--- src/rtl/rlmp_pkg.sv ---
`timescale 1ns / 1ps
// ----------------------------------------------------------------------------
// rlmp_pkg: shared types and helpers of the line max plot unit
// Grid geometry, request and result types, command and register codes, and
// the cell address and grid bound helpers used by the datapath.
// ----------------------------------------------------------------------------
package rlmp_pkg;

	// Grid capacity; coordinates of a request are always eight bits wide.
	localparam int MAX_WIDTH  = 256;
	localparam int MAX_HEIGHT = 256;
	localparam int CELLS      = MAX_WIDTH * MAX_HEIGHT;
	localparam int ADDR_W     = $clog2(CELLS);

	localparam int COORD_W  = 8;
	localparam int HEIGHT_W = 32;
	localparam int GRID_W   = 9;
	localparam int COUNT_W  = 9;
	localparam int CFG_IDX_W = 2;
	// Bresenham error term: covers -2*255 .. 2*255 with margin.
	localparam int D_W      = COORD_W + 3;

	// Command codes.
	localparam logic CMD_PLOT = 1'b0;
	localparam logic CMD_READ = 1'b1;

	// Configuration register indexes.
	localparam logic [CFG_IDX_W-1:0] REG_GRID_WIDTH  = 2'd0;
	localparam logic [CFG_IDX_W-1:0] REG_GRID_HEIGHT = 2'd1;

	localparam logic [GRID_W-1:0] GRID_WIDTH_RST  = 9'd256;
	localparam logic [GRID_W-1:0] GRID_HEIGHT_RST = 9'd256;

	typedef logic [COORD_W-1:0] coord_t;
	typedef logic [ADDR_W-1:0]  addr_t;

	typedef struct packed {
		logic                       cmd;
		coord_t                     x_start;
		coord_t                     y_start;
		coord_t                     x_end;
		coord_t                     y_end;
		logic signed [HEIGHT_W-1:0] height;
	} req_t;

	typedef struct packed {
		logic signed [HEIGHT_W-1:0] cell_height;
		logic                       cell_marked;
		logic [COUNT_W-1:0]         pixels_written;
		logic                       off_grid;
	} res_t;

	// Current position of the line walker.
	typedef struct packed {
		coord_t x;
		coord_t y;
		logic   last;
	} walk_pos_t;

	// Memory entry of cell (x, y).
	function automatic addr_t cell_addr(input coord_t x, input coord_t y);
		cell_addr = ADDR_W'(y) * ADDR_W'(MAX_WIDTH) + ADDR_W'(x);
	endfunction

	// A cell is on the grid when it is below both the register and the capacity.
	function automatic logic in_grid(input coord_t x, input coord_t y,
			input logic [GRID_W-1:0] gw, input logic [GRID_W-1:0] gh);
		in_grid = (32'(x) < 32'(gw)) && (32'(x) < 32'(MAX_WIDTH)) &&
			(32'(y) < 32'(gh)) && (32'(y) < 32'(MAX_HEIGHT));
	endfunction

endpackage

--- src/rtl/rlmp_walk.sv ---
`timescale 1ns / 1ps
// ----------------------------------------------------------------------------
// rlmp_walk: Bresenham line walker
// Loads a segment, picks the major axis and the lower end, then advances one
// cell per step request until the stop coordinate is reached.
// ----------------------------------------------------------------------------
module rlmp_walk
	import rlmp_pkg::*;
(
	input  logic      clk,
	input  logic      arst_n,
	input  logic      load,
	input  logic      adv,
	input  req_t      seg,
	output walk_pos_t pos
);

	logic                  steep_q;
	logic                  dir_up_q;
	coord_t                x_q;
	coord_t                y_q;
	coord_t                stop_q;
	logic signed [D_W-1:0] d_q;
	logic signed [D_W-1:0] inc_a_q;
	logic signed [D_W-1:0] inc_b_q;

	coord_t                dx;
	coord_t                dy;
	coord_t                major;
	coord_t                minor;
	logic                  steep;
	logic                  swap;
	coord_t                bx;
	coord_t                by;
	coord_t                ox;
	coord_t                oy;
	logic signed [D_W-1:0] two_minor;
	logic signed [D_W-1:0] two_major;

	// Segment setup: axis choice, lower end, direction and error terms.
	always_comb begin
		dx    = (seg.x_end > seg.x_start) ? seg.x_end - seg.x_start : seg.x_start - seg.x_end;
		dy    = (seg.y_end > seg.y_start) ? seg.y_end - seg.y_start : seg.y_start - seg.y_end;
		steep = dy > dx;
		major = steep ? dy : dx;
		minor = steep ? dx : dy;
		swap  = steep ? (seg.y_start > seg.y_end) : (seg.x_start > seg.x_end);
		bx    = swap ? seg.x_end : seg.x_start;
		by    = swap ? seg.y_end : seg.y_start;
		ox    = swap ? seg.x_start : seg.x_end;
		oy    = swap ? seg.y_start : seg.y_end;
		two_minor = $signed({2'b00, minor, 1'b0});
		two_major = $signed({2'b00, major, 1'b0});
	end

	// Control state of the walker.
	always_ff @(posedge clk or negedge arst_n) begin
		if (!arst_n) begin
			steep_q  <= 1'b0;
			dir_up_q <= 1'b0;
			x_q      <= '0;
			y_q      <= '0;
			stop_q   <= '0;
			d_q      <= '0;
			inc_a_q  <= '0;
			inc_b_q  <= '0;
		end else if (load) begin
			steep_q  <= steep;
			dir_up_q <= steep ? (ox > bx) : (oy > by);
			x_q      <= bx;
			y_q      <= by;
			stop_q   <= steep ? oy : ox;
			d_q      <= two_minor - $signed({3'b000, major});
			inc_a_q  <= two_minor;
			inc_b_q  <= two_minor - two_major;
		end else if (adv) begin
			// Major axis always moves; minor axis moves when the error is not negative.
			if (d_q < 0) begin
				d_q <= d_q + inc_a_q;
			end else begin
				d_q <= d_q + inc_b_q;
			end
			if (steep_q) begin
				y_q <= y_q + 1'b1;
				if (d_q >= 0) begin
					x_q <= dir_up_q ? x_q + 1'b1 : x_q - 1'b1;
				end
			end else begin
				x_q <= x_q + 1'b1;
				if (d_q >= 0) begin
					y_q <= dir_up_q ? y_q + 1'b1 : y_q - 1'b1;
				end
			end
		end
	end

	assign pos.x    = x_q;
	assign pos.y    = y_q;
	assign pos.last = steep_q ? (y_q == stop_q) : (x_q == stop_q);

endmodule

--- config.mk ---
export PLATFORM = sky130hd
export DESIGN_NAME = rlmp_walk
export DESIGN_NICKNAME = d
export VERILOG_FILES = /design/src/rtl/rlmp_pkg.sv /design/src/rtl/rlmp_walk.sv
export SDC_FILE = /design/constraint.sdc
export NUM_CORES = 1
export LEC_CHECK = 0
export ABC_CLOCK_PERIOD_IN_PS = 4100
export BUFFER_PORTS_ARGS = -buffer_cell sky130_fd_sc_hd__buf_2
export CAP_MARGIN = 25
export CORE_ASPECT_RATIO = 0.75
export CORE_UTILIZATION = 30
export CTS_BUF_LIST = sky130_fd_sc_hd__clkbuf_8
export DETAILED_ROUTE_END_ITERATION = 12
export GPL_ROUTABILITY_DRIVEN = 0
export PLACE_DENSITY = 0.56
export SLEW_MARGIN = 20
export SYNTH_ARGS = -nofsm -noshare
export SYNTH_HDL_FRONTEND = slang
export SYNTH_SLANG_ARGS = --single-unit
--- constraint.sdc ---
create_clock -name clk -period 4.1 [get_ports clk]
set_input_delay 0.82 -clock clk [delete_from_list [all_inputs] [get_ports clk]]
set_output_delay 0.82 -clock clk [all_outputs]
set_load 0.02 [all_outputs]
Word level (Yosys, flattened, before mapping)
Cells that the tools add are included.
{ "totals": {"ramBits": 0, "latchBits": 0, "wordCells": 61, "input_bits": 69, "regBits": 56, "mem_count": 0, "output_inout_bits": 17, "rom_bits": 0} }
{ "op_classes": {"eq_ne": 3, "add_sub_neg": 12, "reduce_logical": 4, "order_cmp": 9, "muxes": 25, "mul": 0, "n_bitwise": 0, "shift": 0, "div": 0} }
{ "op_table": {"columns": ["cell", "count"], "rows": [
  ["8-bit two-way mux", 19],
  ["8-bit > comparator", 7],
  ["11-bit two-way mux", 3],
  ["8-bit subtractor", 4],
  ["8-bit by 1-bit adder with 8-bit output, second input constant", 2],
  ["8-bit == test", 2],
  ["8-bit by 1-bit subtractor with 8-bit output, second input constant", 2],
  ["11-bit by 10-bit adder with 11-bit output", 1],
  ["11-bit adder", 1],
  ["11-bit by 1-bit >= comparator with 1-bit output, second input constant", 1],
  ["11-bit by 1-bit less-than comparator with 1-bit output, second input constant", 1],
  ["9-bit by 8-bit subtractor with 10-bit output", 1],
  ["9-bit by 9-bit subtractor with 10-bit output", 1],
  ["2-bit AND reduction", 2],
  ["1-bit two-way mux", 3],
  ["3-bit by 2-bit inequality test with 1-bit output, second input constant", 1],
  ["3-bit nonzero test", 1],
  ["2-bit nonzero test", 1]
]} }

Longest topological paths before layout
{ "logic_depth": {"word_depth": 7, "ltp_mapped": 32, "mapped_depth_nobuf": 28} }

Least setup slack after synthesis
OpenSTA, ideal clock, no wires.
{ "synth_timing": {"kind": "input -> register", "startpoint": "in seg[38] (netlist bit)", "endpoint": "reg d_q[8]", "stages": 29, "n_path_buf": 6, "required_ns": 3.976, "arrival_ns": 6.218, "setup_slack_ns": -2.242, "setup_ns": 0.124, "path_cell_list": "inv_1 > ha_1 > buf_4 > nand4_2 > or3_1 > buf_6 > o21a_1 > buf_6 > a311o_1 > a2111oi_1 > nor3_2 > ha_1 > nand4_1 > o22ai_1 > clkbuf_8 > clkbuf_1 > clkbuf_1 > nor2_1 > a21o_1 > inv_1 > fa_1 > nor2b_1 > o21ai_0 > a21oi_1 > o21ai_0 > nand2b_1 > a21o_1 > a21o_1 > o31a_1"} }
{ "synth_via": {"elab_chain_len": 6, "word_cells_on_any_way": 9, "classes_between": "add/sub (3); order compare (2); mux (4)"} }
{ "synth_rtl": {"columns": ["item", "line_no", "rtl"], "rows": [
  ["start: declaration", "rlmp_walk.sv:14", "input req_t seg,"],
  ["8-bit subtractor / 8-bit > comparator (equally long branches)", "rlmp_walk.sv:43", "dy = (seg.y_end > seg.y_start) ? seg.y_end - seg.y_start : seg.y_start - seg.y_end;"],
  ["8-bit two-way mux *", "rlmp_walk.sv:43", null],
  ["8-bit > comparator", "rlmp_walk.sv:44", "steep = dy > dx;"],
  ["8-bit two-way mux (on tied branches)", "rlmp_walk.sv:46, rlmp_walk.sv:45", null],
  ["9-bit by 8-bit subtractor with 10-bit output *", "rlmp_walk.sv:73", "d_q <= two_minor - $signed({3'b000, major});"],
  ["11-bit two-way mux *", "rlmp_walk.sv:67", "end else if (load) begin"],
  ["end signal: assignment", "rlmp_walk.sv:73", null],
  ["end signal: assignment", "rlmp_walk.sv:79", "d_q <= d_q + inc_a_q;"],
  ["end signal: assignment", "rlmp_walk.sv:81", "d_q <= d_q + inc_b_q;"],
  ["end: declaration", "rlmp_walk.sv:23", "logic signed [D_W-1:0] d_q;"]
]} }
Mark *: on every way between the ends. The rest lies on a longest branch, timed or not.
A chain may end at the register's enable or synchronous reset.

Worst setup path after layout
{ "layout_timing": {"startpoint": "in seg[55] (netlist bit)", "endpoint": "reg inc_b_q[7]"} }
{ "layout_via": {"elab_chain_len": 5, "word_cells_on_any_way": 8, "classes_between": "add/sub (3); order compare (2); mux (3)"} }
{ "layout_rtl": {"columns": ["item", "line_no", "rtl"], "rows": [
  ["8-bit subtractor / 8-bit > comparator (equally long branches)", "rlmp_walk.sv:43", null],
  ["8-bit two-way mux *", "rlmp_walk.sv:43", null],
  ["8-bit > comparator", "rlmp_walk.sv:44", null],
  ["8-bit two-way mux (on tied branches)", "rlmp_walk.sv:46, rlmp_walk.sv:45", null],
  ["9-bit by 9-bit subtractor with 10-bit output *", "rlmp_walk.sv:75", "inc_b_q <= two_minor - two_major;"],
  ["end signal: assignment", "rlmp_walk.sv:75", null],
  ["end: declaration", "rlmp_walk.sv:25", "logic signed [D_W-1:0] inc_b_q;"]
]} }
Marked as above.

==> flow_summary_export.csv <==
group,metric,value,unit
outcome,status,"finished, violations left",
outcome,violations,"setup timing",
placement,place.port_buffers,52,
timing,max_freq,183,MHz
power_and_ir_drop,irDropWorstVdd,0.308,mV
min_path,min_from,"inc_b_q[4]",
floorplan,die_height,129,microns
timing,setup_viol,52,
finish,final_cells,1411,
clock_tree,cts_tree,"done",
setup_path,critPathArrivalTime,5.66,ns
global_routing,use_met1,33.0,%
global_routing,grt_usage,20.8,%
floorplan,ioPinCount,86,
global_routing,grt-ovfl-total,0,
detailed_routing,routed_wl,23500,microns
logic_synthesis,synth_edf_count,0,
timing,finalHoldViolCount,0,
setup_path,crit_fanout,5,
logic_synthesis,synthArstFlopShare,100,%
clock_tree,clock_sinks,53,
global_routing,grt.met3_usage,2.29,%
setup_path,cpMaxStageDelayCell,"or4_4",
setup_path,critPathLaunch,"seg[55]",
clock_tree,clockRootBuffer,"clkbuf_8",
global_routing,antenna_found_initial,0,
timing,final.period_utilization,134,%
clock_tree,htreeDepth,2,
timing,tightest_slew,0.924,ns
detailed_routing,via_count,7274,
floorplan,die_w,172,microns
min_path,min_path_type,"reg2reg",
logic_synthesis,ys_seq_area_share,20.5,%
detailed_routing,dr.pass1.iters,5,
timing,slew-limit-headroom,38.3,%
timing,period_needed,5.48,ns
finish,seq_area,1330,sq um
setup_path,path_delay_family,"compound AO/OA/AOI/OAI gates",
global_routing,grt_first_pass_wirelength,36300,microns
finish,nFillCells,1991,
global_routing,grt_pass1_vias,6743,
logic_synthesis,synthCells,829,
clock_tree,path_clk_slew,0.10,ns
setup_path,cp.buffers_inverters,7,
setup_path,rr_startpoint,"d_q[10]",
floorplan,fp.dieArea,22200,sq um
global_routing,grt_max_degree,63,
global_routing,grt.busiest_layer,"met1",
floorplan,initial_core_util,30.6,%
logic_synthesis,avgSynthCellArea,7.81,sq um
placement,place_inst,1339,
clock_tree,hold_buffers,0,
detailed_routing,vias_per_cell,5.16,
timing,fin_setup_tns,-43.18,ns
power_and_ir_drop,power_density,717,nW/um^2
detailed_routing,wl_per_cell,16.7,microns
finish,layout-drive-gt1-share,46.5,%
floorplan,coreArea,21100,sq um
power_and_ir_drop,leakage,0.00472,uW
logic_synthesis,synth.distinct_cells,76,
timing,drv_slew,0,
setup_path,cp-end-kind,"flip-flop",
timing,fin_skew,0.00893,ns
clock_tree,cts_made_buffers,5,
setup_path,max_stage_delay,0.55,ns
setup_path,required,4.29,ns
logic_synthesis,ys.flop_type,"dfrtp_1",
global_routing,global_route.usage.met2,30.0,%
detailed_routing,antenna_left,0,
logic_synthesis,ys_ff_latch,53,
detailed_routing,drc,0,
finish,area_growth,59.9,%
setup_path,critPathKind,"in2reg",
placement,dpl.hpwl,17700,microns
clock_tree,clk_path_buf_depth,2,
logic_synthesis,ys_warn_count,0,
finish,insertedDiodeCount,0,
logic_synthesis,synth_nets,965,
setup_path,cp-start-kind,"input port",
setup_path,cpMostUsedCell,"buf_4",
power_and_ir_drop,finalPower,7420,uW
finish,nNetsFinal,1258,
flow_run,cap_violations,0,
clock_tree,clkLatencyLatePin,0.32,ns
logic_synthesis,netlist_area,6470,sq um
detailed_routing,drt_iter0_markers,547,
floorplan,std_cell_rows,46,
timing,setup_slack,-1.38,ns
finish,multiInputGateArea,5670,sq um
timing,rsz0062_at_grt,"true",
==> state kept, by name, indices dropped and copies added (netlist names) <==
register  cells
stop_q        8
y_q           8
steep_q       1
x_q           8
d_q          10
inc_a_q       8
dir_up_q      1
inc_b_q       9
==> worst min-delay path, stage by stage (launching register included) <==
cell and delay [ns]:
dfrtp_1 0.36, nand2_1 0.05, o21ai_0 0.06
==> power breakdown <==
part | switching [uW] | internal, uW | total [uW]
Clock | 200 | 187 | 387
Combinational | 2890 | 3080 | 5970
Sequential | 288 | 777 | 1070
==> per-stage QoR <==
step / cell area, sq um / util, % / hold WS, ns / setup WS [ns]
final: 10300 / 49.0 / 0.494 / -1.38
after global routing: 10300 / 49.0 / 0.536 / -1.58
after CTS: 9550 / 45.2 / 0.498 / -1.30
after floorplan: 6710 / - / 0.449 / -1.65
after detailed placement: 8660 / 41.0 / 0.472 / -1.93
after global placement: 8660 / 41.0 / 0.467 / -1.83
==> layout make-up <==
cell class | count | area share (%)
Clock buffer | 5 | 0.665
Sequential cell | 53 | 12.8
Tap cell | 288 | 3.48
Multi-Input combinational cell | 668 | 54.8
Timing Repair Buffer | 324 | 25.0
Clock inverter | 3 | 0.459
Inverter | 70 | 2.78
==> routing by layer <==
layer | wire length (microns) | up-vias
met2 | 9710 | 222
met5 | 0 | -
li1 | - | 3566
met4 | 282 | 0
met1 | 12000 | 3466
met3 | 1520 | 20
==> what timing repair did <==
action / CTS / global route
gates cloned: 2 / 0
gates resized for setup: 122 / 128
pin swaps: 57 / 61
buffers inserted: 42 / 34
endpoints found under the setup margin: 52 / 52
==> cells in the mapped netlist (all sizes together) (4+ instances only) <==
cell,number,share of area (%)
nand2,78,4.5
inv,69,4.0
nor2,69,4.0
a21oi,67,5.2
o21ai,62,5.0
ha,61,12
dfrtp,53,20
mux2i,30,4.8
clkbuf,24,1.5
mux2,24,4.2
nand3,24,1.9
xor2,24,3.2
a21o,18,2.1
a31oi,18,1.7
nor3,18,1.5
a211oi,17,2.0
xnor2,17,2.3
nand4,16,1.6
buf,15,1.7
o211ai,12,1.4
nand2b,11,1.1
nor2b,11,1.1
o2111ai,8,1.1
and3,6,0.73
fa,6,1.9
or3,6,0.73
or4,6,0.70
o31ai,5,0.87
a311oi,4,0.54
or2,4,0.39
==> cells in the final DEF, fill, tap and decap left out, types with 7 or more instances in the layout <==
| cell type | instances |
|---|---|
| a211oi_1 | 9 |
| a21o_1 | 17 |
| a21oi_1 | 44 |
| a21oi_2 | 17 |
| a31oi_1 | 15 |
| buf_2 | 44 |
| buf_4 | 226 |
| buf_6 | 45 |
| dfrtp_1 | 53 |
| ha_1 | 44 |
| ha_4 | 13 |
| inv_1 | 57 |
| mux2_2 | 17 |
| mux2_4 | 7 |
| mux2i_1 | 22 |
| nand2_1 | 69 |
| nand2b_1 | 10 |
| nand3_1 | 18 |
| nand4_1 | 15 |
| nor2_1 | 58 |
| nor2b_1 | 11 |
| nor3_1 | 16 |
| o211ai_1 | 12 |
| o21ai_0 | 28 |
| o21ai_1 | 14 |
| o21ai_2 | 11 |
| o21ai_4 | 9 |
| xnor2_1 | 14 |
| xor2_1 | 22 |
==> cells by family after synthesis <==
| logic type | count (synthesis) | share of synthesized area [%] |
|---|---|---|
| multiplexers | 54 | 9.06 |
| flip-flops | 53 | 20.5 |
| buffers and inverters | 109 | 7.31 |
| XOR/XNOR | 41 | 5.55 |
| adder cells (fa/ha/maj) | 67 | 13.6 |
| AO/OA/AOI/OAI | 244 | 24.3 |
| AND/OR/NAND/NOR | 261 | 19.7 |
==> path summary, 6_finish.rpt <==
kind / to / slack [ns] / cells after the start
max: inc_b_q[7] / -1.38 / 25
min: inc_b_q[4] / 0.49 / 2
max reg2reg: d_q[10] / 1.07 / 13
min reg2reg: inc_b_q[4] / 0.49 / 2
max in group asynchronous: inc_b_q[6] / 2.80 / 2
min in group asynchronous: y_q[3] / 0.50 / 1
Note: power is estimated with default switching activity, not from simulation.
